### src/rtl/sdr_pkg.sv
// Shared types, constants and helper functions for the stockpile deposit/reclaim block.
package sdr_pkg;

   localparam int PILE_LENGTH_DEF = 256;
   localparam int PILE_DEPTH_DEF  = 32;

   localparam int HEIGHT_W = 16;
   localparam int TALLY_W  = 24;
   localparam int SLOPE_W  = 8;
   localparam int UNITS_W  = 8;
   localparam int REQ_W    = 40;
   localparam int RSP_W    = 104;

   localparam logic [HEIGHT_W-1:0] HEIGHT_MAX = '1;
   localparam logic [TALLY_W-1:0]  TALLY_MAX  = '1;

   typedef enum logic [1:0] {
      CMD_STACK   = 2'd0,
      CMD_RECLAIM = 2'd1,
      CMD_REWIND  = 2'd2,
      CMD_CLEAR   = 2'd3
   } cmd_type;

   localparam logic CSR_SLOPE = 1'b0;
   localparam logic CSR_FOUR  = 1'b1;

   typedef enum logic [1:0] {
      COLOR_RED    = 2'd0,
      COLOR_BLUE   = 2'd1,
      COLOR_YELLOW = 2'd2
   } color_type;

   typedef enum logic [3:0] {
      ST_CLEAR, ST_IDLE, ST_NEXT, ST_UNIT, ST_CWAIT, ST_NRD, ST_NCMP, ST_NEND,
      ST_DIV, ST_TRD, ST_TWR, ST_RTRD, ST_RTWAIT, ST_RGRD, ST_ROUT, ST_EXH
   } state_type;

   // Neighbour offsets: orthogonal first, then diagonal.
   function automatic logic signed [1:0] nb_dc(input logic [2:0] k);
      case (k)
         3'd0: return -2'sd1;
         3'd1: return 2'sd0;
         3'd2: return 2'sd0;
         3'd3: return 2'sd1;
         3'd4: return -2'sd1;
         3'd5: return -2'sd1;
         default: return 2'sd1;
      endcase
   endfunction

   function automatic logic signed [1:0] nb_dr(input logic [2:0] k);
      case (k)
         3'd0: return 2'sd0;
         3'd1: return -2'sd1;
         3'd2: return 2'sd1;
         3'd3: return 2'sd0;
         3'd4: return -2'sd1;
         3'd5: return 2'sd1;
         3'd6: return -2'sd1;
         default: return 2'sd1;
      endcase
   endfunction

endpackage

### src/rtl/sdr_divider.sv
// Radix-2 restoring divider: 16-bit height by 8-bit slope, one quotient bit per cycle.
module sdr_divider
   import sdr_pkg::*;
(
   input  logic                clock,
   input  logic                reset,
   input  logic                start,
   input  logic [HEIGHT_W-1:0] dividend,
   input  logic [SLOPE_W-1:0]  divisor,
   output logic                done,
   output logic [HEIGHT_W-1:0] quotient
);

   logic [SLOPE_W-1:0]  rem_ff;
   logic [HEIGHT_W-1:0] quo_ff;
   logic [SLOPE_W-1:0]  div_ff;
   logic [4:0]          cnt_ff;
   logic                busy_ff;
   logic                done_ff;
   logic [SLOPE_W:0]    trial;

   assign trial    = {rem_ff, quo_ff[HEIGHT_W-1]};
   assign done     = done_ff;
   assign quotient = quo_ff;

   always_ff @(posedge clock) begin
      if (reset) begin
         busy_ff <= 1'b0;
         done_ff <= 1'b0;
         cnt_ff  <= '0;
      end else begin
         done_ff <= 1'b0;
         if (start) begin
            busy_ff <= 1'b1;
            cnt_ff  <= '0;
         end else if (busy_ff) begin
            cnt_ff <= cnt_ff + 5'd1;
            if (cnt_ff == 5'(HEIGHT_W - 1)) begin
               busy_ff <= 1'b0;
               done_ff <= 1'b1;
            end
         end
      end
   end

   always_ff @(posedge clock) begin
      if (start) begin
         rem_ff <= '0;
         quo_ff <= dividend;
         // zero slope acts as one
         div_ff <= (divisor == '0) ? SLOPE_W'(1) : divisor;
      end else if (busy_ff) begin
         if (trial >= {1'b0, div_ff}) begin
            rem_ff <= SLOPE_W'(trial - {1'b0, div_ff});
            quo_ff <= {quo_ff[HEIGHT_W-2:0], 1'b1};
         end else begin
            rem_ff <= trial[SLOPE_W-1:0];
            quo_ff <= {quo_ff[HEIGHT_W-2:0], 1'b0};
         end
      end
   end

endmodule
### config.mk
export PLATFORM = sky130hd
export DESIGN_NAME = sdr_divider
export DESIGN_NICKNAME = d
export VERILOG_FILES = /design/src/rtl/sdr_pkg.sv /design/src/rtl/sdr_divider.sv
export SDC_FILE = /design/constraint.sdc
export NUM_CORES = 1
export LEC_CHECK = 0
export BUFFER_PORTS_ARGS = -buffer_cell sky130_fd_sc_hd__buf_4
export CORE_MARGIN = 5
export CORE_UTILIZATION = 45
export CTS_BUF_LIST = sky130_fd_sc_hd__clkbuf_2 sky130_fd_sc_hd__clkbuf_4 sky130_fd_sc_hd__clkbuf_8
export CTS_CLUSTER_SIZE = 12
export DETAILED_ROUTE_END_ITERATION = 10
export HOLD_SLACK_MARGIN = 0.15
export PLACE_DENSITY = 0.74
export SYNTH_ARGS = -nofsm -noshare
export SYNTH_HDL_FRONTEND = slang
export SYNTH_SLANG_ARGS = --single-unit
### constraint.sdc
create_clock -name clock -period 2.8 [get_ports clock]
set_input_delay 0.56 -clock clock [delete_from_list [all_inputs] [get_ports clock]]
set_output_delay 0.56 -clock clock [all_outputs]
set_load 0.01 [all_outputs]
==> results.md <==
- Worst rel slew slack: 0.601
- GRT Total Usage: 0.145
- Reg2reg path depth: 7
- Most crowded layer after global routing: met2
- CORE AREA: 4410 µm²
- M2 GR Usage: 0.234
- R2r setup slk: 0.58 ns
- Switching Fraction: 0.285
- Sw power: 404 µW
- Seq/Total Area, Yosys: 0.492
- Clock Path Buffers: 2
- Largest net degree at the start of global routing: 37
- Syn_nets: 235
- Cells after Synth: 197
- First-pass GRT wire length: 7070 µm
- Dpl cell area: 2410 µm²
- Peak VDD IR: 259 µV
- Worst hold margin: 0.423 ns
- Antenna Nets Post-Route: 0
- Layout cells sized above 1: 0.311
- Vias in the first global route: 1505
- I/O Pins: 44
- CP Capture Type: flip-flop
- Area grow syn2layout: 20.8%
- Antenna violations before repair: 0
- Flop pwr share: 0.492
- Max Cap Viol: 0
- Die height: 77.9 µm
- Synthesized flop and latch total: 39
- Final #Nets: 272
- Hpwl dp: 3150 µm
- GRT Residual Overflow: 0
- Vias per cell: 5.48
- Final Max Tran Viols: 0
- Initial DRC count: 92
- Hold/Removal Path Class: in -> reg
- Detailed-route wire length: 4270 µm
- Num Clock Sinks: 39
- Final worst-path cycle share: 0.792
- CTS tree: built
- CP endpoint: quotient[0]$_DFFE_PP_
- Chip width: 77.9 µm
- WL/cell: 14.9 µm
- R2r endpoint: quotient[0]$_DFFE_PP_
- Post-synth EDFFs: 24
- Static leakage: 1.05 nW
- Num CTS Buffers: 5
- M3 GR Usage: 0.0370
- Measured slew at the worst slew-check pin: 0.594 ns
- CP Launch Type: flip-flop
- RSZ-0062 raised after global routing: false
- Starting Density: 0.470
- F_max: 0.451 GHz
- Fin. Hold Viols: 0
- Final Wtd Congestion: 0.839
- M1 GR Usage: 0.183
- Clock-pin slew on the worst setup and hold paths: 0.08 ns
- Critical Path Source: div_ff[6]$_SDFFCE_PN0P_
- Endpoints failing setup: 0
- IO buf count: 43
- Row cnt: 24
- Post-synth top flop: edfxtp_1
- P_int: 1.01 mW
- Fin Setup TNS: 0 ns
- Vias: 1572
- Post-route DRC violation count: 0
- Synth async-reset ratio: 0
- Status: finished, final reports clean
- Netlist cell types: 44
- CP max FO: 9
- # resized after CTS: 0
- Number of H-tree levels: 2
- Most frequent cells in the layout: buf_4, edfxtp_1, nor2_1
- RR Startpoint: div_ff[6]$_SDFFCE_PN0P_
- Clk_lat worst skew: 0.29 ns
- Synth warnings: 0
- Power per Cell Area: 566 nW/µm²
- ANT cells: 0
- DRT Pass-1 Iters: 4
- Logic pwr share: 0.236
- Cts hold-fix bufs: 0
- Die area: 6060 µm²
- WS Path Type: reg -> reg
- Clock share of power: 0.272
- Commonest non-fill, non-tap cell in the layout: buf_4
- Syn avg cell area: 10.5 µm²
- Clock Skews: 0.00795 ns
- Mapped cell area: 2070 µm²
- Setup Buffers After CTS: 0
- Worst EP required: 2.84 ns
- Min Tclk post-route: 2.22 ns
- CP arrival: 2.26 ns
- Clock root buffer: clkbuf_8
- Post-route cell area: 2500 µm²
-- power groups by stage --
stage	clock network [mW]	logic, mW	registers, mW
floorplan	0	0.209	0.715
CTS	0.393	0.337	0.697
finish	0.385	0.335	0.697
global placement	0	0.330	0.709
global route	0.423	0.372	0.703
detailed placement	0	0.334	0.709
-- worst max-delay path: stages (launching register included) --
cell and delay (ns):
edfxtp_1 0.35, inv_1 0.04, ha_1 0.38, a21o_1 0.22, a211oi_1 0.28, o21a_2 0.26
nand2_1 0.15, mux2_2 0.29
-- through the flow --
| stage | worst slack, ns | util | power [mW] | std cells |
|---|---|---|---|---|
| 5_1_grt | 0.389 | 0.567 | 1.50 | 287 |
| 3_3_place_gp | 0.678 | 0.547 | 1.04 | 279 |
| 3_5_place_dp | 0.601 | 0.547 | 1.04 | 279 |
| 2_1_floorplan | 0.703 | - | 0.925 | 197 |
| 6_report | 0.583 | 0.567 | 1.42 | 287 |
| 4_1_cts | 0.597 | 0.567 | 1.43 | 287 |
-- area by class of cell --
class	instances	area, µm²
clock inverter	2	12.5
tap	52	65.1
sequential	39	1020
fill	376	1910
inverter	16	60.1
timing repair buffer	45	338
clock buffer	6	76.3
multi-input combinational	127	931
-- worst min path at each step --
| stage | from | to | slack (ns) | cells past startpoint |
|---|---|---|---|---|
| final | reset | busy_ff$_SDFF_PP0_ | 0.42 | 2 |
| after global routing | reset | busy_ff$_SDFF_PP0_ | 0.41 | 2 |
| after CTS | reset | busy_ff$_SDFF_PP0_ | 0.41 | 2 |
| after detailed placement | cnt_ff[4]$_SDFFE_PP0P_ | cnt_ff[4]$_SDFFE_PP0P_ | 0.48 | 2 |
| after global placement | cnt_ff[4]$_SDFFE_PP0P_ | cnt_ff[4]$_SDFFE_PP0P_ | 0.47 | 2 |
| after floorplan | cnt_ff[4]$_SDFFE_PP0P_ | cnt_ff[4]$_SDFFE_PP0P_ | 0.46 | 2 |
-- per-layer routing --
metal  vias up  wire length (µm)
li1        781                 -
met1       738              1860
met2        44              2100
met3         9               218
met4         0               102
met5         -                 0
-- flip-flops by register name (all words and copies together), names as in the netlist --
signal    cells
busy_ff       1
cnt_ff        5
div_ff        8
done          1
quotient     16
rem_ff        8
-- cells by family after synthesis --
| group | after synthesis | share of synthesized area |
|---|---|---|
| DFF | 39 | 0.492 |
| muxes | 17 | 0.0917 |
| adders and majority gates | 11 | 0.0700 |
| and+or+nand+nor | 54 | 0.128 |
| xor gates and xnor gates | 6 | 0.0253 |
| buffers and inverters | 31 | 0.0585 |
| AOI/OAI and AO/OA | 39 | 0.134 |
-- cell usage after synthesis (2+ instances only) --
library cell | instances | area share
nand3_1 | 7 | 0.017
nor4_1 | 2 | 0.0060
a21oi_1 | 7 | 0.017
a311oi_1 | 3 | 0.013
and3_1 | 3 | 0.0091
xor2_1 | 2 | 0.0085
nand2b_1 | 3 | 0.0091
a211oi_1 | 4 | 0.014
nor2_1 | 19 | 0.034
inv_1 | 16 | 0.029
ha_1 | 10 | 0.060
dfxtp_1 | 15 | 0.14
edfxtp_1 | 24 | 0.35
o21ai_0 | 8 | 0.019
mux2_2 | 16 | 0.087
a2111o_1 | 2 | 0.011
nand2_1 | 8 | 0.014
nor3_1 | 4 | 0.0097
o211ai_1 | 2 | 0.0072
nand3b_1 | 2 | 0.0072
xnor2_1 | 4 | 0.017
clkbuf_1 | 12 | 0.022
a21o_1 | 3 | 0.011
No activity file was read; power rests on OpenSTA's default activity.
